[src/rtl/core/uidl_pkg.sv]
package uidl_pkg;

  // list geometry
  localparam int DEPTH  = 16;
  localparam int IDX_W  = (DEPTH > 1) ? $clog2(DEPTH) : 1;
  localparam int CNT_W  = $clog2(DEPTH + 1);
  localparam int ID_W   = 32;
  localparam int CAP_W  = 5;
  localparam int CMP_W  = (CNT_W > CAP_W) ? CNT_W : CAP_W;

  localparam logic [CAP_W-1:0] CAP_RESET = CAP_W'(16);

  // request codes
  localparam logic [1:0] OP_ADD    = 2'd0;
  localparam logic [1:0] OP_REMOVE = 2'd1;
  localparam logic [1:0] OP_LIST   = 2'd2;
  localparam logic [1:0] OP_NONE   = 2'd3;

  // result status codes
  localparam logic [2:0] ST_ADDED     = 3'd0;
  localparam logic [2:0] ST_DUPLICATE = 3'd1;
  localparam logic [2:0] ST_FULL      = 3'd2;
  localparam logic [2:0] ST_REMOVED   = 3'd3;
  localparam logic [2:0] ST_NOT_FOUND = 3'd4;
  localparam logic [2:0] ST_ENTRY     = 3'd5;
  localparam logic [2:0] ST_EMPTY     = 3'd6;

endpackage

[src/rtl/core/unique_id_list_table.sv]
// Ordered list of unique 32-bit IDs held in a single-port-read, single-port-write
// RAM of uidl_pkg::DEPTH entries. A request is taken when start is high and busy
// is low. Full refusals, adds to an empty list, removes from an empty list, list
// requests on an empty list and the unused code finish at once: busy never rises,
// the result, if any (none for the unused code), appears the next cycle and a
// new request is taken every cycle. Any other request walks the stored entries
// through the RAM read port, one per cycle, and keeps busy high until its final
// result is shown. An add that meets its duplicate in slot i stops the walk
// there. Duplicate search, compaction after a remove and listing all ride on
// this one walk; compaction writes each entry back one slot lower as it is read.
// Results are shown for exactly one cycle on out_valid and cannot be held off;
// a list request streams its entries on consecutive cycles with out_last on the
// final one. Capacity is written through cfg_we/cfg_wdata; the user must write
// it only while idle (not enforced by the block); values above DEPTH act as DEPTH.
module unique_id_list_table (
  input  logic                         clk,
  input  logic                         rst_n,
  input  logic                         start,
  output logic                         busy,
  input  logic [1:0]                   in_operation,
  input  logic signed [uidl_pkg::ID_W-1:0] in_task_id,
  output logic                         out_valid,
  output logic [2:0]                   out_status,
  output logic signed [uidl_pkg::ID_W-1:0] out_entry_id,
  output logic                         out_last,
  input  logic                         cfg_we,
  input  logic [uidl_pkg::CAP_W-1:0]   cfg_wdata
);

  localparam int IDX_W = uidl_pkg::IDX_W;
  localparam int CNT_W = uidl_pkg::CNT_W;
  localparam int ID_W  = uidl_pkg::ID_W;
  localparam int CMP_W = uidl_pkg::CMP_W;

  localparam logic S_IDLE = 1'b0;
  localparam logic S_SCAN = 1'b1;

  logic                     state_r, state_nxt;
  logic [1:0]               op_r, op_nxt;
  logic [ID_W-1:0]          id_r, id_nxt;
  logic [CNT_W-1:0]         cnt_r, cnt_nxt;
  logic [uidl_pkg::CAP_W-1:0] cap_r;
  logic [CNT_W-1:0]         iss_r, iss_nxt;
  logic [IDX_W-1:0]         pidx_r, pidx_nxt;
  logic                     pvld_r, pvld_nxt;
  logic                     shift_r, shift_nxt;
  logic                     out_valid_r, out_valid_nxt;
  logic [2:0]               out_status_r, out_status_nxt;
  logic [ID_W-1:0]          out_entry_r, out_entry_nxt;
  logic                     out_last_r, out_last_nxt;

  logic                     ram_we, ram_re;
  logic [IDX_W-1:0]         ram_waddr, ram_raddr;
  logic [ID_W-1:0]          ram_wdata, ram_rdata;

  logic [CMP_W-1:0]         eff_cap;
  logic                     at_cap;
  logic                     is_last;

  uidl_ram #(
    .DATA_W (ID_W),
    .ADDR_W (IDX_W),
    .DEPTH_P(uidl_pkg::DEPTH)
  ) u_ram (
    .clk  (clk),
    .we   (ram_we),
    .waddr(ram_waddr),
    .wdata(ram_wdata),
    .re   (ram_re),
    .raddr(ram_raddr),
    .rdata(ram_rdata)
  );

  // capacity saturated to the store depth
  always_comb begin
    if (CMP_W'(cap_r) > CMP_W'(uidl_pkg::DEPTH)) begin
      eff_cap = CMP_W'(uidl_pkg::DEPTH);
    end else begin
      eff_cap = CMP_W'(cap_r);
    end
    at_cap  = (CMP_W'(cnt_r) >= eff_cap);
    is_last = ((CNT_W'(pidx_r) + CNT_W'(1)) == cnt_r);
  end

  // request sequencer: accept, walk the store, finish
  always_comb begin
    state_nxt      = state_r;
    op_nxt         = op_r;
    id_nxt         = id_r;
    cnt_nxt        = cnt_r;
    iss_nxt        = iss_r;
    pidx_nxt       = pidx_r;
    pvld_nxt       = 1'b0;
    shift_nxt      = shift_r;
    out_valid_nxt  = 1'b0;
    out_status_nxt = out_status_r;
    out_entry_nxt  = '0;
    out_last_nxt   = 1'b1;
    ram_we         = 1'b0;
    ram_waddr      = pidx_r - IDX_W'(1);
    ram_wdata      = ram_rdata;
    ram_re         = 1'b0;
    ram_raddr      = iss_r[IDX_W-1:0];

    unique case (state_r)
      S_IDLE: begin
        if (start) begin
          op_nxt    = in_operation;
          id_nxt    = in_task_id;
          iss_nxt   = '0;
          shift_nxt = 1'b0;
          unique case (in_operation)
            uidl_pkg::OP_ADD: begin
              if (at_cap) begin
                out_valid_nxt  = 1'b1;
                out_status_nxt = uidl_pkg::ST_FULL;
              end else if (cnt_r == '0) begin
                ram_we         = 1'b1;
                ram_waddr      = '0;
                ram_wdata      = in_task_id;
                cnt_nxt        = cnt_r + CNT_W'(1);
                out_valid_nxt  = 1'b1;
                out_status_nxt = uidl_pkg::ST_ADDED;
              end else begin
                state_nxt = S_SCAN;
              end
            end
            uidl_pkg::OP_REMOVE: begin
              if (cnt_r == '0) begin
                out_valid_nxt  = 1'b1;
                out_status_nxt = uidl_pkg::ST_NOT_FOUND;
              end else begin
                state_nxt = S_SCAN;
              end
            end
            uidl_pkg::OP_LIST: begin
              if (cnt_r == '0) begin
                out_valid_nxt  = 1'b1;
                out_status_nxt = uidl_pkg::ST_EMPTY;
              end else begin
                state_nxt = S_SCAN;
              end
            end
            default: begin
              // unused code: no result, no change
            end
          endcase
        end
      end

      S_SCAN: begin
        // issue the next read while entries remain
        if (iss_r < cnt_r) begin
          ram_re   = 1'b1;
          iss_nxt  = iss_r + CNT_W'(1);
          pvld_nxt = 1'b1;
          pidx_nxt = iss_r[IDX_W-1:0];
        end

        // handle the entry read last cycle
        if (pvld_r) begin
          unique case (op_r)
            uidl_pkg::OP_ADD: begin
              if (ram_rdata == id_r) begin
                out_valid_nxt  = 1'b1;
                out_status_nxt = uidl_pkg::ST_DUPLICATE;
                state_nxt      = S_IDLE;
              end else if (is_last) begin
                ram_we         = 1'b1;
                ram_waddr      = cnt_r[IDX_W-1:0];
                ram_wdata      = id_r;
                cnt_nxt        = cnt_r + CNT_W'(1);
                out_valid_nxt  = 1'b1;
                out_status_nxt = uidl_pkg::ST_ADDED;
                state_nxt      = S_IDLE;
              end
            end
            uidl_pkg::OP_REMOVE: begin
              if (shift_r) begin
                // compaction: move this entry one slot down
                ram_we = 1'b1;
                if (is_last) begin
                  cnt_nxt        = cnt_r - CNT_W'(1);
                  out_valid_nxt  = 1'b1;
                  out_status_nxt = uidl_pkg::ST_REMOVED;
                  state_nxt      = S_IDLE;
                end
              end else if (ram_rdata == id_r) begin
                if (is_last) begin
                  cnt_nxt        = cnt_r - CNT_W'(1);
                  out_valid_nxt  = 1'b1;
                  out_status_nxt = uidl_pkg::ST_REMOVED;
                  state_nxt      = S_IDLE;
                end else begin
                  shift_nxt = 1'b1;
                end
              end else if (is_last) begin
                out_valid_nxt  = 1'b1;
                out_status_nxt = uidl_pkg::ST_NOT_FOUND;
                state_nxt      = S_IDLE;
              end
            end
            default: begin
              // list: stream each entry
              out_valid_nxt  = 1'b1;
              out_status_nxt = uidl_pkg::ST_ENTRY;
              out_entry_nxt  = ram_rdata;
              out_last_nxt   = is_last;
              if (is_last) begin
                state_nxt = S_IDLE;
              end
            end
          endcase
          if (state_nxt == S_IDLE) begin
            pvld_nxt = 1'b0;
          end
        end
      end

      default: begin
        state_nxt = S_IDLE;
      end
    endcase
  end

  // control state
  always_ff @(posedge clk) begin
    if (!rst_n) begin
      state_r     <= S_IDLE;
      cnt_r       <= '0;
      cap_r       <= uidl_pkg::CAP_RESET;
      pvld_r      <= 1'b0;
      shift_r     <= 1'b0;
      out_valid_r <= 1'b0;
      iss_r       <= '0;
    end else begin
      state_r     <= state_nxt;
      cnt_r       <= cnt_nxt;
      pvld_r      <= pvld_nxt;
      shift_r     <= shift_nxt;
      out_valid_r <= out_valid_nxt;
      iss_r       <= iss_nxt;
      if (cfg_we) begin
        cap_r <= cfg_wdata;
      end
    end
  end

  // payload registers
  always_ff @(posedge clk) begin
    op_r         <= op_nxt;
    id_r         <= id_nxt;
    pidx_r       <= pidx_nxt;
    out_status_r <= out_status_nxt;
    out_entry_r  <= out_entry_nxt;
    out_last_r   <= out_last_nxt;
  end

  assign busy         = (state_r == S_SCAN);
  assign out_valid    = out_valid_r;
  assign out_status   = out_status_r;
  assign out_entry_id = out_entry_r;
  assign out_last     = out_last_r;

endmodule

[src/rtl/core/uidl_ram.sv]
module uidl_ram #(
  parameter int DATA_W  = 32,
  parameter int ADDR_W  = 4,
  parameter int DEPTH_P = 16
) (
  input  logic              clk,
  input  logic              we,
  input  logic [ADDR_W-1:0] waddr,
  input  logic [DATA_W-1:0] wdata,
  input  logic              re,
  input  logic [ADDR_W-1:0] raddr,
  output logic [DATA_W-1:0] rdata
);

  logic [DATA_W-1:0] mem [DEPTH_P];

  // write port
  always_ff @(posedge clk) begin
    if (we) begin
      mem[waddr] <= wdata;
    end
  end

  // registered read port
  always_ff @(posedge clk) begin
    if (re) begin
      rdata <= mem[raddr];
    end
  end

endmodule

[config.mk]
export PLATFORM = sky130hd
export DESIGN_NAME = unique_id_list_table
export DESIGN_NICKNAME = d
export VERILOG_FILES = /design/src/rtl/core/uidl_pkg.sv /design/src/rtl/core/unique_id_list_table.sv /design/src/rtl/core/uidl_ram.sv
export SDC_FILE = /design/constraint.sdc
export NUM_CORES = 1
export LEC_CHECK = 0
export BUFFER_PORTS_ARGS = -buffer_cell sky130_fd_sc_hd__buf_2
export CAP_MARGIN = 20
export CELL_PAD_IN_SITES_DETAIL_PLACEMENT = 0
export CELL_PAD_IN_SITES_GLOBAL_PLACEMENT = 1
export CORE_ASPECT_RATIO = 0.8
export CORE_MARGIN = 3
export CORE_UTILIZATION = 30
export CTS_CLUSTER_DIAMETER = 100
export DETAILED_ROUTE_END_ITERATION = 10
export PLACE_DENSITY_LB_ADDON = 0.1
export SLEW_MARGIN = 40
export SYNTH_ARGS = -nofsm -noshare
export SYNTH_HDL_FRONTEND = slang
export SYNTH_SLANG_ARGS = --single-unit
[constraint.sdc]
create_clock -name clk -period 12.15 [get_ports clk]
set_input_delay 0.6075 -clock clk [delete_from_list [all_inputs] [get_ports clk]]
set_output_delay 0.6075 -clock clk [all_outputs]
set_load 0.05 [all_outputs]
After elaboration in Yosys (flattened, before gate mapping)
Memory sizes are Yosys's and may differ from the RTL's. A register that Yosys moved wholly into a read port is not among the register bits.
Index checks and enable logic that the tools add are counted.

word-level totals
  input port bits = 43
  bits in registers = 93
  memories kept = 1
  output and inout bits = 38
  RAM bits = 512

cells by class
  eq/ne operators = 22
  add/subtract/negate cells = 5
  muxes and demuxes = 89
  bitwise gates (word level) = 2
  $lt $le $gt $ge = 3
  reduce and logical (&&, ||, !) cells = 12

memories
  memory     depth  width  read ports  clocked after memory_dff  wr ports  line            source
  u_ram.mem  16     32     1           1                         1         uidl_ram.sv:15  logic [DATA_W-1:0] mem [DEPTH_P];

operator list
  operator               count
  $mux W32               8
  $mux W5                13
  $pmux W32 S2           1
  $mux W3                12
  $eq A32 B32 Y1         1
  $mux W1                32
  $mux W4                8
  $pmux W5 S2            3
  $pmux W1 S2            8
  $ne A3 B3 Y1 const B   4
  $ne A4 B4 Y1 const B   3
  $pmux W3 S2            2
  $add A5 B1 Y5 const B  2
  $pmux W3 S3            1
  $reduce_and A9 Y1      1
  $ne A2 B1 Y1 const B   4
  $pmux W4 S2            1
  $reduce_and A2 Y1      4
  $reduce_and A8 Y1      1
  $ne A2 B2 Y1 const B   3
  $add A4 B1 Y5 const B  1
  $eq A5 B5 Y1           1
  $ge A5 B5 Y1           1
  $gt A5 B5 Y1 const B   1
  14 further kinds       17

Logic depth before layout (Yosys ltp)
Gate-level depths: netlist (run 1).

  depth after elaboration = 9
  gate-level depth with buffers = 11
  gate-level depth less buffers = 10

Hierarchy
Synthesis (run 1) repeated with hierarchy kept, for this count alone.

unflattened totals
  cells, all modules = 1308
  area total of the unflattened synthesis = 25315.5 µm²

modules (own cells, without submodules)
  module                area each (µm²)  times used  cells each  seq. area each (µm²)
  uidl_ram              20155.6          1           838         16335.7
  unique_id_list_table  5159.9           1           470         2272.2

Least setup slack after synthesis (run 1)
No wires, ideal clock.

  path kind = reg-to-reg
  start point = reg pidx_r[0]
  end point = mem u_ram.mem[13][0] (enable)
  arrival time = 5.347 ns
  cell stages (with the launch flop) = 10
  required time = 11.649 ns
  path slack = 6.302 ns
  buffers on the path = 2
  library setup time = 0.501 ns
  path through = edfxtp_1 -> clkbuf_1 -> inv_1 -> ha_1 -> xor2_1 -> a2111oi_4 -> nand4_1 -> buf_2 -> mux2i_1 -> nor4_1

on the way
  word-level cells in the longest chain between the ends = 9
  elaborated cells between the ends (all ways) = 19
  those cells by class = add/sub (2); eq/ne (1); mux (16)

ends and longest elaborated chain
  item                           line                         source
  from (decl)                    unique_id_list_table.sv:44   logic [IDX_W-1:0] pidx_r, pidx_nxt;
  from (signal assigned)         unique_id_list_table.sv:253  pidx_r <= pidx_nxt;
  $add A4 B1 Y5                  unique_id_list_table.sv:82   is_last = ((CNT_W'(pidx_r) + CNT_W'(1)) == cnt_r);
  $eq A5 B5 Y1                   unique_id_list_table.sv:82
  $mux W1                        unique_id_list_table.sv:168  end else if (is_last) begin
  $mux W1                        unique_id_list_table.sv:164  if (ram_rdata == id_r) begin
  $pmux W1 S2                    unique_id_list_table.sv:162  unique case (op_r)
  $mux W1                        unique_id_list_table.sv:161  if (pvld_r) begin
  $pmux W1 S2                    unique_id_list_table.sv:105  unique case (state_r)
  $mux W1                        uidl_ram.sv:19               if (we) begin
  $mux W1 (implied by the code)  uidl_ram.sv:20               mem[waddr] <= wdata;
  to (decl)                      uidl_ram.sv:15

Parallel ways exist; a longest one is shown, timed or not.

Worst setup path in the final report (run 1)
  start point = reg pidx_r[0]
  end point = mem u_ram.mem[8][29] (enable)

The elaborated chain is that of the path after synthesis.

==> results of run 1 <==
## worst max-delay path: stages, from the launching register on
cell	delay [ns]
edfxtp_1	0.52
ha_1	0.31
xor2_1	0.14
a32oi_1	0.15
a2111oi_4	0.78
nand4_1	0.58
buf_4	0.46
o32a_1	0.48
nor2_4	0.62
buf_4	0.43
## kinds of logic (layout without fill, tap and decap cells)
group / Yosys count / in the layout
xor+xnor: 42 / 42
fa+ha+maj: 19 / 19
flops: 637 / 637
simple gates: 158 / 158
mux: 202 / 202
buf+inv: 81 / 253
compound gates: 114 / 114
other cells: 0 / 1
## sequential cells by signal, summed over array words and instances, names as in the netlist
register      cells
op_r              2
out_entry_id     32
u_ram.mem       512
cnt_r             5
pvld_r            1
iss_r             5
out_last          1
out_valid         1
pidx_r            4
cap_r             5
busy              1
out_status        3
shift_r           1
u_ram.rdata      32
id_r             32
## final timing paths
path,from,endpoint,slack (ns),cells past startpoint
worst max register to register,pidx_r[0],u_ram.mem[8][29],7.23,9
worst min register to register,cap_r[0],cap_r[0],0.50,2
worst max-delay path,pidx_r[0],u_ram.mem[8][29],7.23,9
worst min-delay path,in_task_id[31],id_r[31],0.20,1
## final cells by class
type / count / area share, %
sequential: 637 / 63.2
multi-input combinational: 535 / 21.8
clock buffer: 95 / 6.49
tap: 1104 / 4.69
timing repair buffer: 113 / 2.42
clock inverter: 30 / 1.11
inverter: 15 / 0.200
antenna: 1 / 0.00850
## through the flow
stage | util [%] | worst slack (ns) | hold WS [ns]
after floorplan | - | 6.30 | 0.432
after global placement | 32.6 | 7.01 | 0.477
after detailed placement | 32.9 | 7.08 | 0.485
after CTS | 35.6 | 7.15 | 0.152
after global routing | 35.7 | 7.05 | 0.163
final | 35.7 | 7.23 | 0.202
## layer usage
| metal | routed length [µm] | vias up |
|---|---|---|
| met5 | 13 | - |
| met2 | 31000 | 246 |
| met4 | 1400 | 2 |
| met1 | 33100 | 6685 |
| li1 | - | 5391 |
| met3 | 2790 | 97 |
## layout by cell type, fill, tap and decap left out, types with 3 or more instances in the layout
cell	count
a21oi_2	28
nand2_1	20
dfxtp_4	3
o22ai_1	32
mux4_2	160
nor3_1	9
nor4_1	8
nand3_1	7
xor2_1	35
clkinv_1	11
buf_2	80
ha_1	19
clkbuf_1	22
clkbuf_16	73
nor4_2	5
buf_12	3
mux2i_1	42
nand4_1	6
xnor2_1	7
o21ai_0	10
clkinv_2	8
edfxtp_1	585
and2_1	34
nor2_4	6
nor2b_1	4
a21o_1	3
a31oi_1	6
nor2_1	35
dfxtp_1	48
a21oi_1	12
nand2b_1	4
buf_4	27
inv_1	13
clkinv_4	3
nor3_2	8
or3_1	3
bufinv_16	7
## power by group
| group | total [mW] | internal [mW] | switching [mW] |
|---|---|---|---|
| clock | 2.10 | 1.25 | 0.851 |
| sequential | 2.42 | 2.41 | 0.0102 |
| combinational | 0.124 | 0.0325 | 0.0917 |
==> results.md, run 1 <==
* # DRC at 0
* Boundary Pins at 81
* Met2 usage at 23.9%
* CP required at 12.42 ns
* DRT antenna net count at 0
* Post-CTS Setup Inserts at 0
* All-layer global routing usage at 15.8%
* Multi-input logic area at 0.00643 mm²
* Synth top area share at 70.0%
* Outcome: completed
* RSZ-0062 raised after global routing: no
* Crit path kind: reg2reg
* Synthesized area at 0.0251 mm²
* XOR/XNOR Fraction of Synth Area at 1.47%
* Ys async rst share at 0%
* WP data arrival at 5.18 ns
* Post-synth top area cell: edfxtp_1
* Main combinational cell family by area after synthesis: multiplexers
* Row count at 94
* Setup TNS Final at 0 ns
* Final net count at 1434
* PwrDens at 158 mW/mm²
* Mux share of post-synthesis cell area at 16.0%
* Most common cell in the netlist: edfxtp_1
* Clk_lat worst skew at 0.61 ns
* Fraction of the mapped netlist area in adder cells at 0.947%
* Fin crit period at 4.92 ns
* Post-route cell area at 0.0294 mm²
* Share of layout cells above drive strength 1 at 29.9%
* Dpl cells at 2403
* Worst slew pin tran at 0.836 ns
* CTS root buf: clkbuf_16
* CP Capture Type: flip-flop
* Max Fclk at 203 MHz
* Post-synth EDFFs at 585
* First-pass GRT wire length at 98100 µm
* Distinct cells, synth at 51
* Main synth FF type: edfxtp_1
* M1 GR Usage at 23.6%
* GPL Wtd Cong at 0.696
* Total grt overflow at 0
* Final worst-path cycle share at 40.5%
* Largest net degree at the start of global routing at 57
* Synth Area in Compound Gates at 2.86%
* Syn Nets at 1315
* Max Cap Viol at 0
* Worst vdd ir at 0.0000957 V
* PortBufs at 80
* CTS H-tree depth at 3
* Layout Skew at 0.0273 ns
* DPL Wire Length at 40000 µm
* Top cells by area, synth: edfxtp_1, mux4_2, dfxtp_1
* Slew HR at 44.2%
* Clock buffer depth at 3
* Initial antenna violation count at 1
* Vias at 12400
* Die area at 0.0872 mm²
* Post-Synth Simple-Gate Area at 3.26%
* Filler instances at 7717
* Worst Path Max Fanout at 34
* Sequential cell area at 0.0186 mm²
* Syn-to-layout area delta at 17.3%
* Met3 Use GR at 3.13%
* Max-slew violation count at 0
* Post-synthesis sequential area ratio at 74.1%
* CTS resizes at 0
* Die X at 329 µm
* Cell Area, Placed at 0.0272 mm²
* Total chip power at 4.65 mW
* Num CTS Buffers at 70
* Sink Count at 637
* Leak at 9.39 nW
* Avg Cell Area, Syn at 20.0 µm²
* Path type of the worst min-delay path: in2reg
* Seq cells post-synth at 637
* Initial Util at 30.4%
* Starting DRT DRC Count at 1064
* Startpoint Class: flip-flop
* Vias in the first global route at 12900
* Vias per inst at 4.91
* Wire per inst at 27.0 µm
* Hold buffers post-CTS at 0
* Busiest grt layer: met2
* Synth cell count leaders: edfxtp_1, mux4_2, dfxtp_1
* Final WL at 68300 µm
* Final Hold Viols at 0
* Synth warn at 0
* Fin cells at 2530
* Die height at 265 µm
* CORE AREA at 0.0826 mm²
* Final setup fails at 0
* Cell count after synthesis at 1253
* DRT Pass-1 Iters at 4
* CTS tree: built
* Clk slew on worst S/H paths at 0.06 ns
Power figures use the tool's default switching activity.
==> inputs of run 2 (changes only) <==
- clock period: 12.15 -> 4.9 ns (I/O delays scaled with it)
==> run 2 against run 1 <==
Net effect: maximum frequency rose by 14%; clock power rose by 140%; critical path depth did not move; wire length rose by 4.6%; final cell count rose by 3.4%; sequential share of layout area fell by 1.7 points; first-iteration DRC count fell by 2.7%; total power rose by 150%; via count rose by 3.1%; core utilization rose by 1.0 points; count of clock-buffer cells in the layout fell by 6; die area did not move; highest routed layer unchanged.
==> results.md, run 2 (synthesis results as in run 1) <==
* Outcome: completed (unchanged)
* WHS at 0.254 ns (was 0.202 ns)
* GPL Wtd Cong at 0.717 (was 0.696)
* Die area at 0.0872 mm² (unchanged)
* PortBufs at 80 (unchanged)
* CTS H-tree depth at 3 (unchanged)
* Die X at 329 µm (unchanged)
* Top sig layer: met5 (unchanged)
* Vias per inst at 4.89 (was 4.91)
* Max reg flops at 512 (unchanged)
* Worst Setup SP: u_ram.rdata[8] (was pidx_r[0])
* P_sw at 2.47 mW (was 0.953 mW)
* Syn-to-layout area delta at 20.6% (was 17.3%)
* Row count at 94 (unchanged)
* CTS resizes at 0 (unchanged)
* Total grt overflow at 0 (unchanged)
* Buf/Inv on CP at 2 (unchanged)
* Slew HR at 40.6% (was 44.2%)
* Stages on the worst setup path at 9 (unchanged)
* Cell family with most CP delay: simple AND/OR/NAND/NOR gates (was compound AO/OA/AOI/OAI gates)
* Max Fclk at 232 MHz (was 203 MHz)
* Fin crit period at 4.30 ns (was 4.92 ns)
* Largest net degree at the start of global routing at 78 (was 57)
* Sequential share of power at 52.2% (about the same)
* RSZ-0062 raised after global routing: no (unchanged)
* Vias in the first global route at 13600 (was 12900)
* Startpoint Class: flip-flop (unchanged)
* Leak at 9.79 nW (was 9.39 nW)
* Combinational share of power at 3.1% (was 2.7%)
* Crit path capture: u_ram.mem[3][15] (was u_ram.mem[8][29])
* DRT Pass-1 Iters at 5 (was 4)
* CTS root buf: clkbuf_16 (unchanged)
* Worst r2r path cells at 9 (unchanged)
* Final setup fails at 0 (unchanged)
* Reg-to-reg critical path endpoint: u_ram.mem[3][15] (was u_ram.mem[8][29])
* Ant. Diodes at 0 (was 1)
* Final net count at 1519 (was 1434)
* Sink Count at 637 (unchanged)
* Worst Path Max Fanout at 22 (was 34)
* CTS tree: built (unchanged)
* Layout Skew at 0.0254 ns (was 0.0273 ns)
* Sw frac at 21.4% (was 20.5%)
* CP required at 5.25 ns (was 12.42 ns)
* DPL Wire Length at 39600 µm (was 40000 µm)
* Die height at 265 µm (unchanged)
* Vias at 12800 (was 12400)
* Max Cap Viol at 0 (unchanged)
* Clk_lat worst skew at 0.62 ns (was 0.61 ns)
* WP data arrival at 4.65 ns (was 5.18 ns)
* Final WL at 71400 µm (was 68300 µm)
* Wire per inst at 27.3 µm (was 27.0 µm)
* Max-slew violation count at 0 (unchanged)
* CORE AREA at 0.0826 mm² (unchanged)
* Path type of the worst min-delay path: in2reg (unchanged)
* Biggest register: u_ram.mem (unchanged)
* Initial Util at 30.4% (unchanged)
* Worst slew pin tran at 0.882 ns (was 0.836 ns)
* All-layer global routing usage at 16.6% (was 15.8%)
* Crit path kind: reg2reg (unchanged)
* Initial antenna violation count at 2 (was 1)
* First-pass GRT wire length at 102000 µm (was 98100 µm)
* # DRC at 0 (unchanged)
* Metal2 WL at 32900 µm (was 31000 µm)
* Reg2reg start: u_ram.rdata[8] (was pidx_r[0])
* PwrDens at 380 mW/mm² (was 158 mW/mm²)
* Final worst-path cycle share at 87.8% (was 40.5%)
* Pint at 9.04 mW (was 3.70 mW)
* Total chip power at 11.5 mW (was 4.65 mW)
* Clock buffer depth at 3 (unchanged)
* Worst vdd ir at 0.000228 V (was 0.0000957 V)
* DRT antenna net count at 0 (unchanged)
* Boundary Pins at 81 (unchanged)
* Commonest non-fill, non-tap cell in the layout: edfxtp_1 (unchanged)
* Slowest CP cell: nor4_1 (was a2111oi_4)
* Cell Chain, Critical Path: xor2_1 -> nor4_1 -> nand4_1 -> or2_2 -> nand4_1 -> buf_12 -> mux2i_1 -> nor2_4 -> buf_12 (was ha_1 -> xor2_1 -> a32oi_1 -> a2111oi_4 -> nand4_1 -> buf_4 -> o32a_1 -> nor2_4 -> buf_4)
* Reg-to-reg slack, setup at 0.60 ns (was 7.23 ns)
* Clk pwr share at 44.7% (was 45.2%)
* Clk slew on worst S/H paths at 0.06 ns (about the same)
* CP Capture Type: flip-flop (unchanged)
* Filler instances at 7668 (was 7717)
* Final Hold Viols at 0 (unchanged)
* Starting DRT DRC Count at 1035 (was 1064)
* Share of layout cells above drive strength 1 at 29.6% (was 29.9%)
* M1 wire length at 34300 µm (was 33100 µm)
* CP max stage delay at 0.79 ns (was 0.78 ns)
* Most frequent cells in the layout: edfxtp_1, mux4_2, buf_2, clkbuf_16, buf_4 (was edfxtp_1, mux4_2, buf_2, clkbuf_16, dfxtp_1)
* Num CTS Buffers at 71 (was 70)
* Metal3 WL at 2590 µm (was 2790 µm)
==> run 2: changes by cell type in the layout (fill, tap and decap cells not counted), moves of 3 or more <==
cell | previous run | this run
clkbuf_1 | 22 | 17
buf_12 | 3 | 17
dlygate4sd3_1 | 0 | 46
a21oi_1 | 12 | 32
buf_4 | 27 | 49
bufinv_16 | 7 | 4
nor4_2 | 5 | 1
inv_6 | 0 | 5
a21oi_2 | 28 | 10
==> run 2: how the worst min path moves through the flow <==
stage | startpoint | end | slack [ns] | cells after the start
2_1_floorplan | rst_n | cap_r[4] | 0.34 | 1
3_3_place_gp | in_task_id[17] | id_r[17] | 0.45 | 1
3_5_place_dp | in_task_id[29] | id_r[29] | 0.44 | 1
4_1_cts | start | iss_r[1] | 0.20 | 6
5_1_grt | start | out_valid | 0.28 | 4
6_report | start | iss_r[1] | 0.25 | 6
==> run 2: repair_timing <==
action	4_1_cts	5_1_grt
hold buffers	46	0
endpoints found under the hold margin	41	0
buffers inserted	0	0
==> run 2: area by class of cell <==
type,instances,area [µm²],area share [%]
Clock buffer,89,1870,6.16
Tap cell,1104,1380,4.56
Sequential cell,637,18600,61.5
Inverter,15,56.3,0.186
Clock inverter,38,353,1.17
Timing Repair Buffer,197,1650,5.43
Multi-Input combinational cell,535,6350,21.0
==> run 2: stage by stage <==
stage	util, %	setup TNS, ns	cell area [µm²]	setup WS (ns)	instances
after CTS	36.7	0	30300	0.427	2615
after global routing	36.7	0	30300	0.447	2615
final	36.7	0	30300	0.597	2615
after floorplan	-	-24.27	25100	-0.202	1253
after global placement	33.3	0	27500	0.120	2439
after detailed placement	33.4	0	27600	0.454	2442
==> run 2: power groups by stage <==
stage	Clock [mW]	Combinational [mW]	Sequential, mW
6_report	5.14	0.359	6.01
5_1_grt	5.53	0.392	6.01
4_1_cts	5.32	0.366	6.01
3_5_place_dp	0	0.334	6.13
3_3_place_gp	0	0.329	6.12
2_1_floorplan	0	0.155	6.13
==> run 2: layer usage <==
layer,vias up,track usage (%)
met1,6872,24.4
met2,256,25.6
met4,2,4.32
met5,-,0
met3,94,2.68
li1,5576,-
==> run 2: worst reg2reg max path: cells and delay by family (launching register included) <==
kind / cells / cell delay, ns
AND/OR/NAND/NOR: 5 / 2.20
buffers and inverters: 2 / 0.52
multiplexers: 1 / 0.64
XOR/XNOR: 1 / 0.23
flip-flops: 1 / 0.44
